$ cat config.mk
export PLATFORM = sky130hd
export DESIGN_NAME = sexpr_line_tokenizer_core_flat
export DESIGN_NICKNAME = d
export VERILOG_FILES = /design/src/rtl/sltok_pkg.sv /design/src/rtl/sltok_if.sv /design/src/rtl/sexpr_line_tokenizer_core.sv /design/src/rtl/sltok_lexer.sv /design/src/rtl/sltok_emit.sv /design/src/flat_wrapper.sv
export SDC_FILE = /design/constraint.sdc
export NUM_CORES = 1
export LEC_CHECK = 0
export ABC_CLOCK_PERIOD_IN_PS = 3400
export BUFFER_PORTS_ARGS = -buffer_cell sky130_fd_sc_hd__buf_2
export CAP_MARGIN = 10
export CORE_ASPECT_RATIO = 0.9
export CORE_MARGIN = 8
export CORE_UTILIZATION = 53
export DETAILED_ROUTE_END_ITERATION = 10
export PLACE_DENSITY = 0.85
export SKIP_CTS_REPAIR_TIMING = 1
export SYNTH_ARGS = -nofsm -noshare
export SYNTH_HDL_FRONTEND = slang
export SYNTH_SLANG_ARGS = --single-unit
$ cat constraint.sdc
create_clock -name clk -period 3.4 [get_ports clk]
set_clock_uncertainty 0.15 [all_clocks]
set_input_delay 0.68 -clock clk [delete_from_list [all_inputs] [get_ports clk]]
set_output_delay 0.68 -clock clk [all_outputs]
set_load 0.05 [all_outputs]
$ cat src/rtl/sltok_pkg.sv
// Shared constants and types for the s-expression line tokenizer.
package sltok_pkg;

    localparam int MAX_TOKEN_LEN_DEF = 64;

    localparam logic [7:0] CHAR_LF      = 8'd10;
    localparam logic [7:0] CHAR_CR      = 8'd13;
    localparam logic [7:0] CHAR_SPACE   = 8'd32;
    localparam logic [7:0] CHAR_DQUOTE  = 8'd34;
    localparam logic [7:0] CHAR_SQUOTE  = 8'd39;
    localparam logic [7:0] CHAR_LPAREN  = 8'd40;
    localparam logic [7:0] CHAR_RPAREN  = 8'd41;
    localparam logic [7:0] COMMENT_RST  = 8'd35;

    localparam logic [1:0] MODE_NORMAL = 2'd0;
    localparam logic [1:0] MODE_DQ     = 2'd1;
    localparam logic [1:0] MODE_SQ     = 2'd2;

    localparam logic [2:0] TY_ATOM  = 3'd0;
    localparam logic [2:0] TY_PAREN = 3'd1;
    localparam logic [2:0] TY_DQ    = 3'd2;
    localparam logic [2:0] TY_SQ    = 3'd3;
    localparam logic [2:0] TY_STR   = 3'd4;
    localparam logic [2:0] TY_LIT   = 3'd5;

    typedef struct packed {
        logic [7:0] tok_char;
        logic       is_end;
        logic [2:0] token_type;
        logic       too_long;
        logic       last;
    } tok_t;

    // Up to three results caused by one input byte, in order.
    typedef struct packed {
        logic [1:0]       cnt;
        tok_t [2:0]       res;
    } batch_t;

endpackage

$ cat src/rtl/sltok_if.sv
// Valid/ready channel interfaces for source bytes and token results.
interface sltok_in_if;
    logic       valid;
    logic       ready;
    logic [7:0] ch;

    modport source (output valid, output ch, input ready);
    modport sink (input valid, input ch, output ready);
endinterface

interface sltok_out_if;
    logic       valid;
    logic       ready;
    logic [7:0] tok_char;
    logic       is_end;
    logic [2:0] token_type;
    logic       too_long;
    logic       last;

    modport source (output valid, output tok_char, output is_end, output token_type,
                    output too_long, output last, input ready);
    modport sink (input valid, input tok_char, input is_end, input token_type,
                  input too_long, input last, output ready);
endinterface

$ cat src/rtl/sexpr_line_tokenizer_core.sv
// Top level: byte input register, lexer, and result buffer.
// A taken byte waits in the input register; its results are registered in the result
// buffer. Throughput: one byte per cycle while each byte gives at most one result and
// tokens is ready; a byte giving more (up to three) holds the buffer until all leave.
// Reset: comment character 35, normal mode, no open token, at line start; buffers empty.
module sexpr_line_tokenizer_core #(
    parameter int MAX_TOKEN_LEN = sltok_pkg::MAX_TOKEN_LEN_DEF
) (
    input  logic       clk,
    input  logic       rst_n,
    sltok_in_if.sink   text,
    sltok_out_if.source tokens,
    input  logic       cfg_we,
    input  logic [7:0] cfg_data
);
    import sltok_pkg::*;

    logic       in_vld_reg;
    logic [7:0] ch_reg;
    logic       can_take;
    logic       advance;
    batch_t     batch;

    assign advance    = in_vld_reg && can_take;
    assign text.ready = !in_vld_reg || can_take;

    always_ff @(posedge clk)
    begin
        if (text.valid && text.ready)
            ch_reg <= text.ch;
    end

    always_ff @(posedge clk or negedge rst_n)
    begin
        if (!rst_n)
            in_vld_reg <= 1'b0;
        else if (text.valid && text.ready)
            in_vld_reg <= 1'b1;
        else if (advance)
            in_vld_reg <= 1'b0;
    end

    sltok_lexer #(
        .MAX_TOKEN_LEN (MAX_TOKEN_LEN)
    ) u_lexer (
        .clk      (clk),
        .rst_n    (rst_n),
        .cfg_we   (cfg_we),
        .cfg_data (cfg_data),
        .ch       (ch_reg),
        .advance  (advance),
        .batch    (batch)
    );

    sltok_emit u_emit (
        .clk      (clk),
        .rst_n    (rst_n),
        .batch    (batch),
        .load     (advance),
        .can_take (can_take),
        .tokens   (tokens)
    );

endmodule

$ cat src/rtl/sltok_lexer.sv
// Lexer state and per-byte decode into a batch of up to three results.
module sltok_lexer #(
    parameter int MAX_TOKEN_LEN = sltok_pkg::MAX_TOKEN_LEN_DEF
) (
    input  logic              clk,
    input  logic              rst_n,
    input  logic              cfg_we,
    input  logic [7:0]        cfg_data,
    input  logic [7:0]        ch,
    input  logic              advance,
    output sltok_pkg::batch_t batch
);
    import sltok_pkg::*;

    localparam int LEN_W = $clog2(MAX_TOKEN_LEN + 1);
    localparam logic [LEN_W-1:0] LEN_MAX = LEN_W'(MAX_TOKEN_LEN);

    logic [7:0]       comment_char_reg;
    logic [1:0]       mode_reg, mode_next;
    logic             open_reg, open_next;
    logic             skip_reg, skip_next;
    logic             als_reg, als_next;
    logic [LEN_W-1:0] len_reg, len_next;
    logic             ovf_reg, ovf_next;

    logic             do_close, do_single, do_add, emit_char;
    logic [2:0]       single_ty, open_ty;
    logic [LEN_W-1:0] eff_len;
    logic             eff_ovf;
    logic [1:0]       k;

    always_comb
    begin
        mode_next = mode_reg;
        open_next = open_reg;
        skip_next = skip_reg;
        als_next  = als_reg;
        len_next  = len_reg;
        ovf_next  = ovf_reg;
        do_close  = 1'b0;
        do_single = 1'b0;
        do_add    = 1'b0;
        emit_char = 1'b0;
        single_ty = TY_PAREN;
        eff_len   = open_reg ? len_reg : '0;
        eff_ovf   = open_reg & ovf_reg;

        if (mode_reg == MODE_DQ)
            open_ty = TY_STR;
        else if (mode_reg == MODE_SQ)
            open_ty = TY_LIT;
        else
            open_ty = TY_ATOM;

        if (ch == CHAR_CR)
        begin
            // carriage return: no result, no state change
        end
        else if (ch == CHAR_LF)
        begin
            do_close  = !skip_reg && open_reg;
            mode_next = MODE_NORMAL;
            skip_next = 1'b0;
            als_next  = 1'b1;
        end
        else if (skip_reg)
        begin
            // inside a comment line
        end
        else if (als_reg && ch == comment_char_reg)
        begin
            skip_next = 1'b1;
            als_next  = 1'b0;
        end
        else
        begin
            als_next = 1'b0;
            if (mode_reg == MODE_DQ || mode_reg == MODE_SQ)
            begin
                if ((mode_reg == MODE_DQ && ch == CHAR_DQUOTE) ||
                    (mode_reg == MODE_SQ && ch == CHAR_SQUOTE))
                begin
                    do_close  = open_reg;
                    do_single = 1'b1;
                    single_ty = (mode_reg == MODE_DQ) ? TY_DQ : TY_SQ;
                    mode_next = MODE_NORMAL;
                end
                else
                begin
                    do_add = 1'b1;
                end
            end
            else
            begin
                mode_next = MODE_NORMAL;
                case (ch)
                    CHAR_SPACE:
                    begin
                        do_close = open_reg;
                    end
                    CHAR_LPAREN, CHAR_RPAREN:
                    begin
                        do_close  = open_reg;
                        do_single = 1'b1;
                        single_ty = TY_PAREN;
                    end
                    CHAR_DQUOTE:
                    begin
                        do_close  = open_reg;
                        do_single = 1'b1;
                        single_ty = TY_DQ;
                        mode_next = MODE_DQ;
                    end
                    CHAR_SQUOTE:
                    begin
                        do_close  = open_reg;
                        do_single = 1'b1;
                        single_ty = TY_SQ;
                        mode_next = MODE_SQ;
                    end
                    default:
                    begin
                        do_add = 1'b1;
                    end
                endcase
            end
        end

        if (do_close)
        begin
            open_next = 1'b0;
            len_next  = '0;
            ovf_next  = 1'b0;
        end

        if (do_add)
        begin
            open_next = 1'b1;
            if (eff_len < LEN_MAX)
            begin
                emit_char = 1'b1;
                len_next  = eff_len + LEN_W'(1);
                ovf_next  = eff_ovf;
            end
            else
            begin
                len_next = eff_len;
                ovf_next = 1'b1;
            end
        end

        // pack results in order: end marker, quote/paren pair, character
        batch = '0;
        k     = 2'd0;
        if (do_close)
        begin
            batch.res[k] = '{tok_char: 8'd0, is_end: 1'b1, token_type: open_ty,
                             too_long: ovf_reg, last: 1'b0};
            k = k + 2'd1;
        end
        if (do_single)
        begin
            batch.res[k] = '{tok_char: ch, is_end: 1'b0, token_type: single_ty,
                             too_long: 1'b0, last: 1'b0};
            k = k + 2'd1;
            batch.res[k] = '{tok_char: 8'd0, is_end: 1'b1, token_type: single_ty,
                             too_long: 1'b0, last: 1'b0};
            k = k + 2'd1;
        end
        if (emit_char)
        begin
            batch.res[k] = '{tok_char: ch, is_end: 1'b0, token_type: open_ty,
                             too_long: 1'b0, last: 1'b0};
            k = k + 2'd1;
        end
        batch.cnt = k;
        if (k != 2'd0)
            batch.res[k - 2'd1].last = 1'b1;
    end

    always_ff @(posedge clk or negedge rst_n)
    begin
        if (!rst_n)
        begin
            comment_char_reg <= COMMENT_RST;
            mode_reg         <= MODE_NORMAL;
            open_reg         <= 1'b0;
            skip_reg         <= 1'b0;
            als_reg          <= 1'b1;
            len_reg          <= '0;
            ovf_reg          <= 1'b0;
        end
        else
        begin
            if (cfg_we)
                comment_char_reg <= cfg_data;
            if (advance)
            begin
                mode_reg <= mode_next;
                open_reg <= open_next;
                skip_reg <= skip_next;
                als_reg  <= als_next;
                len_reg  <= len_next;
                ovf_reg  <= ovf_next;
            end
        end
    end

    a_closed_len_zero: assert property (@(posedge clk) disable iff (!rst_n)
        !open_reg |-> len_reg == '0)
        else $error("closed token with nonzero length");

    a_ovf_at_limit: assert property (@(posedge clk) disable iff (!rst_n)
        ovf_reg |-> len_reg == LEN_MAX)
        else $error("overflow flagged below length limit");

    a_skip_not_start: assert property (@(posedge clk) disable iff (!rst_n)
        skip_reg |-> !als_reg)
        else $error("comment skip while at line start");

endmodule

$ cat src/rtl/sltok_emit.sv
// Result buffer: holds one byte's batch and hands it out one result per cycle while tokens is ready.
module sltok_emit (
    input  logic              clk,
    input  logic              rst_n,
    input  sltok_pkg::batch_t batch,
    input  logic              load,
    output logic              can_take,
    sltok_out_if.source       tokens
);
    import sltok_pkg::*;

    tok_t [2:0] res_reg;
    logic [1:0] cnt_reg;
    logic [1:0] idx_reg;
    tok_t       head;
    logic       fire;

    assign head     = res_reg[idx_reg];
    assign fire     = tokens.valid && tokens.ready;
    // room next cycle if empty or the final pending result leaves now
    assign can_take = (cnt_reg == 2'd0) || (cnt_reg == 2'd1 && tokens.ready);

    assign tokens.valid      = (cnt_reg != 2'd0);
    assign tokens.tok_char   = head.tok_char;
    assign tokens.is_end     = head.is_end;
    assign tokens.token_type = head.token_type;
    assign tokens.too_long   = head.too_long;
    assign tokens.last       = head.last;

    always_ff @(posedge clk)
    begin
        if (load)
            res_reg <= batch.res;
    end

    always_ff @(posedge clk or negedge rst_n)
    begin
        if (!rst_n)
        begin
            cnt_reg <= 2'd0;
            idx_reg <= 2'd0;
        end
        else if (load)
        begin
            cnt_reg <= batch.cnt;
            idx_reg <= 2'd0;
        end
        else if (fire)
        begin
            cnt_reg <= cnt_reg - 2'd1;
            idx_reg <= idx_reg + 2'd1;
        end
    end

    a_final_is_last: assert property (@(posedge clk) disable iff (!rst_n)
        (tokens.valid && cnt_reg == 2'd1) |-> tokens.last)
        else $error("final result of a batch lacks last");

    a_in_range: assert property (@(posedge clk) disable iff (!rst_n)
        ({1'b0, idx_reg} + {1'b0, cnt_reg}) <= 3'd3)
        else $error("result buffer index out of range");

    a_no_early_last: assert property (@(posedge clk) disable iff (!rst_n)
        (tokens.valid && cnt_reg > 2'd1) |-> !tokens.last)
        else $error("last set before end of batch");

endmodule

$ cat src/flat_wrapper.sv
// flat-port wrapper written by rule: the top's interface ports become plain ports
module sexpr_line_tokenizer_core_flat import sltok_pkg::*;
#(
    parameter int MAX_TOKEN_LEN = sltok_pkg::MAX_TOKEN_LEN_DEF
)
  (clk, rst_n, cfg_we, cfg_data, text_valid, text_ch, text_ready, tokens_valid, tokens_tok_char, tokens_is_end, tokens_token_type, tokens_too_long, tokens_last, tokens_ready);
  sltok_in_if text_i ();
  sltok_out_if tokens_i ();
  input  logic clk;
  input  logic rst_n;
  input  logic cfg_we;
  input  logic [7:0] cfg_data;
  input wire logic [$bits(text_i.valid)-1:0] text_valid;
  input wire logic [$bits(text_i.ch)-1:0] text_ch;
  output wire logic [$bits(text_i.ready)-1:0] text_ready;
  output wire logic [$bits(tokens_i.valid)-1:0] tokens_valid;
  output wire logic [$bits(tokens_i.tok_char)-1:0] tokens_tok_char;
  output wire logic [$bits(tokens_i.is_end)-1:0] tokens_is_end;
  output wire logic [$bits(tokens_i.token_type)-1:0] tokens_token_type;
  output wire logic [$bits(tokens_i.too_long)-1:0] tokens_too_long;
  output wire logic [$bits(tokens_i.last)-1:0] tokens_last;
  input wire logic [$bits(tokens_i.ready)-1:0] tokens_ready;
  assign text_i.valid = text_valid;
  assign text_i.ch = text_ch;
  assign text_ready = text_i.ready;
  assign tokens_valid = tokens_i.valid;
  assign tokens_tok_char = tokens_i.tok_char;
  assign tokens_is_end = tokens_i.is_end;
  assign tokens_token_type = tokens_i.token_type;
  assign tokens_too_long = tokens_i.too_long;
  assign tokens_last = tokens_i.last;
  assign tokens_i.ready = tokens_ready;
  sexpr_line_tokenizer_core #(.MAX_TOKEN_LEN(MAX_TOKEN_LEN)) u_core (.clk(clk), .rst_n(rst_n), .text(text_i), .tokens(tokens_i), .cfg_we(cfg_we), .cfg_data(cfg_data));
endmodule
==> results of run 1 <==
worst max-delay path, delay by kind of cell, from the launching register on:
family / cells / cell delay [ns]
compound gates: 2 / 0.44
fa+ha+maj: 1 / 0.33
buf+inv: 1 / 0.21
flops: 1 / 0.66
simple gates: 3 / 1.11
worst min path at each step:
stage | startpoint | to | slack, ns | depth (start not counted)
3_5_place_dp | u_core.u_lexer.ovf_reg | u_core.u_lexer.ovf_reg | 0.35 | 1
5_1_grt | rst_n | u_core.u_emit.cnt_reg[0] | 0.22 | 1
6_report | rst_n | u_core.u_emit.idx_reg[1] | 0.17 | 1
4_1_cts | rst_n | u_core.u_emit.idx_reg[1] | 0.18 | 1
2_1_floorplan | rst_n | u_core.in_vld_reg | 0.23 | 0
3_3_place_gp | u_core.u_lexer.ovf_reg | u_core.u_lexer.ovf_reg | 0.34 | 1
cells in the mapped netlist (4+ instances only):
| master | number | share of area |
|---|---|---|
| sky130_fd_sc_hd__dfrtp_1 | 22 | 0.14 |
| sky130_fd_sc_hd__nand4_1 | 4 | 0.0066 |
| sky130_fd_sc_hd__a32o_1 | 4 | 0.010 |
| sky130_fd_sc_hd__nor2_1 | 15 | 0.015 |
| sky130_fd_sc_hd__and3_1 | 20 | 0.033 |
| sky130_fd_sc_hd__dfstp_2 | 4 | 0.028 |
| sky130_fd_sc_hd__edfxtp_1 | 48 | 0.38 |
| sky130_fd_sc_hd__nand2b_1 | 8 | 0.013 |
| sky130_fd_sc_hd__o21ai_0 | 20 | 0.026 |
| sky130_fd_sc_hd__nand3_1 | 7 | 0.0092 |
| sky130_fd_sc_hd__a21oi_1 | 9 | 0.012 |
| sky130_fd_sc_hd__mux2i_1 | 16 | 0.042 |
| sky130_fd_sc_hd__clkbuf_1 | 10 | 0.0098 |
| sky130_fd_sc_hd__mux2_2 | 10 | 0.030 |
| sky130_fd_sc_hd__ha_1 | 11 | 0.036 |
| sky130_fd_sc_hd__xnor2_1 | 10 | 0.023 |
| sky130_fd_sc_hd__nor3_1 | 5 | 0.0066 |
| sky130_fd_sc_hd__buf_2 | 5 | 0.0066 |
| sky130_fd_sc_hd__inv_1 | 10 | 0.0098 |
| sky130_fd_sc_hd__nand2_1 | 28 | 0.028 |
| sky130_fd_sc_hd__and2_1 | 9 | 0.015 |
per-layer routing:
layer	wire length, um	share of wire	GRT usage
met1	3430	0.44	0.197
met2	3750	0.48	0.268
met3	411	0.053	0.0378
met4	189	0.024	0.0854
met5	0	0	0
per-stage QoR:
stage                     power, mW  setup slack (ns)  cell area [sq um]
after global routing           4.06             0.107               4290
after detailed placement       3.19           -0.0525               4090
after global placement         3.13             0.169               4090
after CTS                      3.84           -0.0471               4280
final                          3.82             0.242               4290
after floorplan                2.77            0.0986               3820
where the power goes:
| group | switching [mW] | leakage (nW) | internal, mW |
|---|---|---|---|
| Combinational | 1.19 | 0.908 | 0.486 |
| Clock | 0.319 | 0.0893 | 0.337 |
| Sequential | 0.154 | 0.755 | 1.33 |
| Total | 1.67 | 1.75 | 2.15 |
final cells by class:
class                   instances  area, sq um
clock buffers                  11          131
clock inverters                 5         55.1
fillers                       558         2720
inverters                      11         53.8
multi-input cells             227         1590
flip-flops and latches         74         2100
well taps                      93          116
repair buffers                 43          245
cells by family after synthesis:
logic type | after synthesis
xor+xnor | 10
simple gates | 114
fa+ha+maj | 11
compound gates | 62
mux | 27
buf+inv | 29
other cells | 1
flops | 74
==> out/qor.tcl, run 1 <==
set qor(outcome) {finished clean}
set qor(wire_length_of_the_first_global_routing_pass_mm) 13.1
set qor(yosys_most_used_dff) {sky130_fd_sc_hd__edfxtp_1}
set qor(yosys_warnings) 0
set qor(synth-simple-area-share) 0.164
set qor(main_combinational_cell_family_by_area_after_synthesis) {simple AND/OR/NAND/NOR gates}
set qor(die-area_sq_um) 10200
set qor(fin_nets) 398
set qor(yosys_register_bits) 74
set qor(setup-violations-final) 0
set qor(cts_max_path_buffers) 2
set qor(final_cell_count_no_fill) 464
set qor(grt.overflow.total) 0
set qor(timing.critical_path.cells) {nand2b_1, nor4_2, or4b_1, o31a_1, buf_4, ha_1, a32o_1}
set qor(drt-total-wl_mm) 7.77
set qor(postLayoutCoreUtil) 0.612
set qor(cts_inserted_buffers) 9
set qor(worstHoldPathType) {in -> async}
set qor(destination_of_the_critical_timing_path) {u_core.u_emit.res_reg[30]}
set qor(setup.worst_path.end_class) {flip-flop}
set qor(num_vias) 2688
set qor(fp.dieH_um) 96.5
set qor(number_of_remaining_drc_errors) 0
set qor(max_stage_delay_ns) 0.66
set qor(worst_r2r_startpoint) {u_core.ch_reg[3]}
set qor(post_route_cells_drive_above_1_share) 0.224
set qor(power-per-cell-area_nw_per_um2) 891
set qor(synth.area.mux_share) 0.0754
set qor(max_ffs_per_register) 40
set qor(synthesis.instances) 328
set qor(timing.critical_path.from) {u_core.ch_reg[3]}
set qor(cp.required_ns) 3.35
set qor(gp_congestion) 0.959
set qor(worst-slew-pin-transition_ns) 1.02
set qor(io_buffers) 36
set qor(routed_wire_length_per_instance_um) 16.8
set qor(layout.cells.most_common_list) {sky130_fd_sc_hd__edfxtp_1, sky130_fd_sc_hd__buf_2, sky130_fd_sc_hd__nand2_1, sky130_fd_sc_hd__dfrtp_1}
set qor(share_of_synthesized_area_occupied_by_flip_flops_and_latches) 0.550
set qor(critical_path.slowest_cell) {sky130_fd_sc_hd__edfxtp_1}
set qor(diode_insertion_count_for_antenna_repair) 0
set qor(synth_xor_xnor_area_share) 0.0230
set qor(start_util) 0.545
set qor(rsz0062_at_grt) {false}
set qor(worst_hold_slack_after_final_layout_ns) 0.168
set qor(cts.root.buffer_cell) {sky130_fd_sc_hd__clkbuf_8}
set qor(reg2reg_setup_slack_ns) 0.24
set qor(synthToLayoutAreaGrowth_pct) 12.3
set qor(regToRegEndpoint) {u_core.u_emit.res_reg[30]}
set qor(worstSetupPathType) {reg -> reg}
set qor(mappedNetlistArea_sq_um) 3820
set qor(top_level_ports) 37
set qor(groute.usage.overall) 0.162
set qor(ys_async_sr_fraction) 0.351
set qor(worst-r2r-cell-count) 7
set qor(detailedRoute.firstIterationViolations) 227
set qor(grt_pass1_vias) 2680
set qor(die_x_um) 105
set qor(route.antenna.remaining_nets) 0
set qor(synthAdderAreaFrac) 0.0361
set qor(dp.cells) 447
set qor(synth-compound-area-share) 0.114
set qor(synth_edf_count) 48
set qor(fin_crit_sh) 0.929
set qor(num_rows) 29
set qor(p_leak_nw) 1.75
set qor(synth_cell_type_count) 56
set qor(fin_setup_tns_ns) 0
set qor(clk_pin_slew_ns) 0.08
set qor(report.final.hold_viol_count) 0
set qor(antenna_violations_before_repair) 0
set qor(worstSkewPairLatency_ns) 0.35
set qor(report.final.slew_viol_count) 0
set qor(drv_cap) 0
set qor(final_common_cell) {sky130_fd_sc_hd__edfxtp_1}
set qor(shortest_period_the_worst_path_allows_ns) 3.16
set qor(start_kind) {flip-flop}
set qor(dp_hpwl_mm) 5.30
set qor(htreeDepth) 3
set qor(clock_tree_from_tritoncts) {built}
set qor(drt-pass1-iter-count) 5
set qor(vias_per_cell) 5.79
set qor(avgSynthCellArea_sq_um) 11.6
set qor(fmax_mhz) 317
set qor(ir_drop_mv) 0.414
set qor(worst-endpoint-arrival_ns) 3.11
set qor(grt_max_degree) 43
set qor(worst_slew_margin_rel) 0.318
set qor(critPathMaxFanout) 13
set qor(core_sq_um) 7000
set qor(cts.sink_count) 74
Power figures use the tool's default switching activity.
==> run 2, diff against run 1 <==
- ABC_CLOCK_PERIOD_IN_PS: 3400 -> 2600
- clock period: 3.4 -> 2.6 ns (I/O delays scaled with it)
==> out/qor.tcl, run 2 (synthesis gave the netlist of run 1 again) <==
set qor(dp_hpwl_mm) 5.95 ;# +12%
set qor(rsz0062_at_grt) {true}
set qor(setup.worst_path.end_class) {flip-flop}
set qor(io_buffers) 36 ;# unchanged
set qor(routed_wire_length_per_instance_um) 16.2 ;# -3.3%
set qor(post_route_cells_drive_above_1_share) 0.341 ;# +0.118
set qor(grt_pass1_vias) 2757 ;# +2.9%
set qor(worst-endpoint-arrival_ns) 2.63 ;# -0.48 ns
set qor(grt.overflow.total) 0 ;# unchanged
set qor(dp_slack_ns) -0.179 ;# -0.126 ns
set qor(violated_checks) {negative setup slack}
set qor(power-per-cell-area_nw_per_um2) 1090 ;# +22%
set qor(cp.required_ns) 2.54 ;# -0.81 ns
set qor(core_sq_um) 7000 ;# unchanged
set qor(critPathMaxFanout) 7 ;# -6
set qor(wl_met1_mm) 3.43 ;# +0.26%
set qor(top_layer_used) {met4}
set qor(p_leak_nw) 1.99 ;# +13%
set qor(worstSetupPathType) {reg -> reg}
set qor(worstHoldPathType) {in -> async}
set qor(routed-wl-met2_mm) 4.16 ;# +11%
set qor(fmax_mhz) 372 ;# +17%
set qor(drt-pass1-iter-count) 5 ;# unchanged
set qor(route.antenna.remaining_nets) 0 ;# unchanged
set qor(max_ffs_per_register) 40 ;# unchanged
set qor(wire_length_of_the_first_global_routing_pass_mm) 13.2 ;# +0.85%
set qor(report.final.slew_viol_count) 0 ;# unchanged
set qor(synthToLayoutAreaGrowth_pct) 23.9
set qor(cts.root.buffer_cell) {sky130_fd_sc_hd__clkbuf_8}
set qor(worst_r2r_startpoint) {u_core.ch_reg[0]}
set qor(gp_congestion) 0.905 ;# -5.6%
set qor(num_vias) 2861 ;# +6.4%
set qor(start_kind) {flip-flop}
set qor(cts.sink_count) 74 ;# unchanged
set qor(timing.critical_path.cells) {buf_4, nor2_2, nor3_2, a221o_1, o31a_1, ha_4, a21oi_4, mux2_4}
set qor(start_util) 0.545 ;# unchanged
set qor(cts_inserted_buffers) 9 ;# unchanged
set qor(shortest_period_the_worst_path_allows_ns) 2.69 ;# -0.467 ns
set qor(fin_crit_sh) 1.03 ;# +0.106
set qor(worstSkewPairLatency_ns) 0.34 ;# about the same
set qor(die_x_um) 105 ;# unchanged
set qor(outcome) {complete, but fails checks}
set qor(grt_max_degree) 41 ;# -4.7%
set qor(fin_nets) 443 ;# +11%
set qor(htreeDepth) 3 ;# unchanged
set qor(detailedRoute.firstIterationViolations) 195 ;# -14%
set qor(die-area_sq_um) 10200 ;# unchanged
set qor(max_stage_delay_ns) 0.48 ;# -0.18 ns
set qor(top_level_ports) 37 ;# unchanged
set qor(setup-violations-final) 8 ;# +8
set qor(clock_tree_from_tritoncts) {built}
set qor(clk_pin_slew_ns) 0.07 ;# about the same
set qor(ir_drop_mv) 0.504 ;# +22%
set qor(antenna_violations_before_repair) 0 ;# unchanged
set qor(critical_path_buf_inv_count) 1 ;# unchanged
set qor(critical_path.slowest_cell) {sky130_fd_sc_hd__edfxtp_1}
set qor(diode_insertion_count_for_antenna_repair) 0 ;# unchanged
set qor(met3WireLength_um) 513 ;# +25%
set qor(cts_max_path_buffers) 2 ;# unchanged
set qor(groute.usage.overall) 0.162 ;# about the same
set qor(worst-slew-pin-transition_ns) 0.578 ;# -0.443 ns
set qor(design_area_sq_um) 4730 ;# +10%
set qor(fp.dieH_um) 96.5 ;# unchanged
set qor(vias_per_cell) 5.62 ;# -3.0%
set qor(num_rows) 29 ;# unchanged
set qor(setup_slack_ns) -0.0909 ;# -0.333 ns
set qor(final_common_cell) {sky130_fd_sc_hd__buf_4}
set qor(drv_cap) 0 ;# unchanged
set qor(drt-total-wl_mm) 8.24 ;# +6.1%
set qor(worst_slew_margin_rel) 0.615 ;# +0.297
set qor(number_of_remaining_drc_errors) 0 ;# unchanged
set qor(placement.cell_area_sq_um) 4450 ;# +8.7%
set qor(timing.critical_path.from) {u_core.ch_reg[0]}
set qor(report.final.hold_viol_count) 0 ;# unchanged
set qor(layout.cells.most_common_list) {sky130_fd_sc_hd__buf_4, sky130_fd_sc_hd__edfxtp_1, sky130_fd_sc_hd__buf_2, sky130_fd_sc_hd__nand2_1, sky130_fd_sc_hd__dfrtp_1}
set qor(cell_family_contributing_the_most_delay_on_the_critical_path) {compound AO/OA/AOI/OAI gates}
-- run 2: routing by layer --
| layer | vias to the layer above | track usage |
|---|---|---|
| met3 | 14 | 0.0418 |
| met4 | 0 | 0.0498 |
| met2 | 99 | 0.287 |
| met5 | - | 0 |
| met1 | 1376 | 0.192 |
| li1 | 1372 | - |
-- run 2: report_power, final --
group          internal (mW)  leakage (nW)  switching [mW]  total, mW
logic                  0.811          1.15            1.65       2.46
clock network          0.342        0.0788           0.417      0.759
registers               1.74         0.755           0.180       1.92
total                   2.89          1.99            2.25       5.14
-- run 2: worst paths after layout --
| kind | to | slack, ns | cells after the start |
|---|---|---|---|
| min in group clk | u_core.ch_reg[4] | 0.20 | 1 |
| setup reg to reg | u_core.u_emit.res_reg[2] | -0.09 | 8 |
| hold reg to reg | u_core.u_emit.cnt_reg[0] | 0.35 | 1 |
| max in group asynchronous | u_core.u_lexer.comment_char_reg[0] | 1.89 | 1 |
| setup / recovery | u_core.u_emit.res_reg[2] | -0.09 | 8 |
| hold / removal | u_core.u_emit.cnt_reg[0] | 0.02 | 1 |
-- run 2: per-stage QoR --
stage	power (mW)	hold slack (ns)	TNS [ns]	util	instances
4_1_cts	5.11	0.0252	-1.66	0.659	505
3_5_place_dp	4.35	0.342	-1.33	0.635	489
5_1_grt	5.45	0.0480	-1.58	0.675	509
6_report	5.14	0.0171	-0.238	0.675	509
2_1_floorplan	3.65	0.0744	-1.12	-	330
3_3_place_gp	4.28	0.334	-0.182	0.635	489
-- run 2: layout make-up --
cell class | instances | area [sq um]
clock buffers | 9 | 124
clock inverters | 7 | 43.8
fillers | 501 | 2270
inverters | 11 | 53.8
multi-input cells | 227 | 1700
flip-flops and latches | 74 | 2100
well taps | 93 | 116
repair buffers | 88 | 599
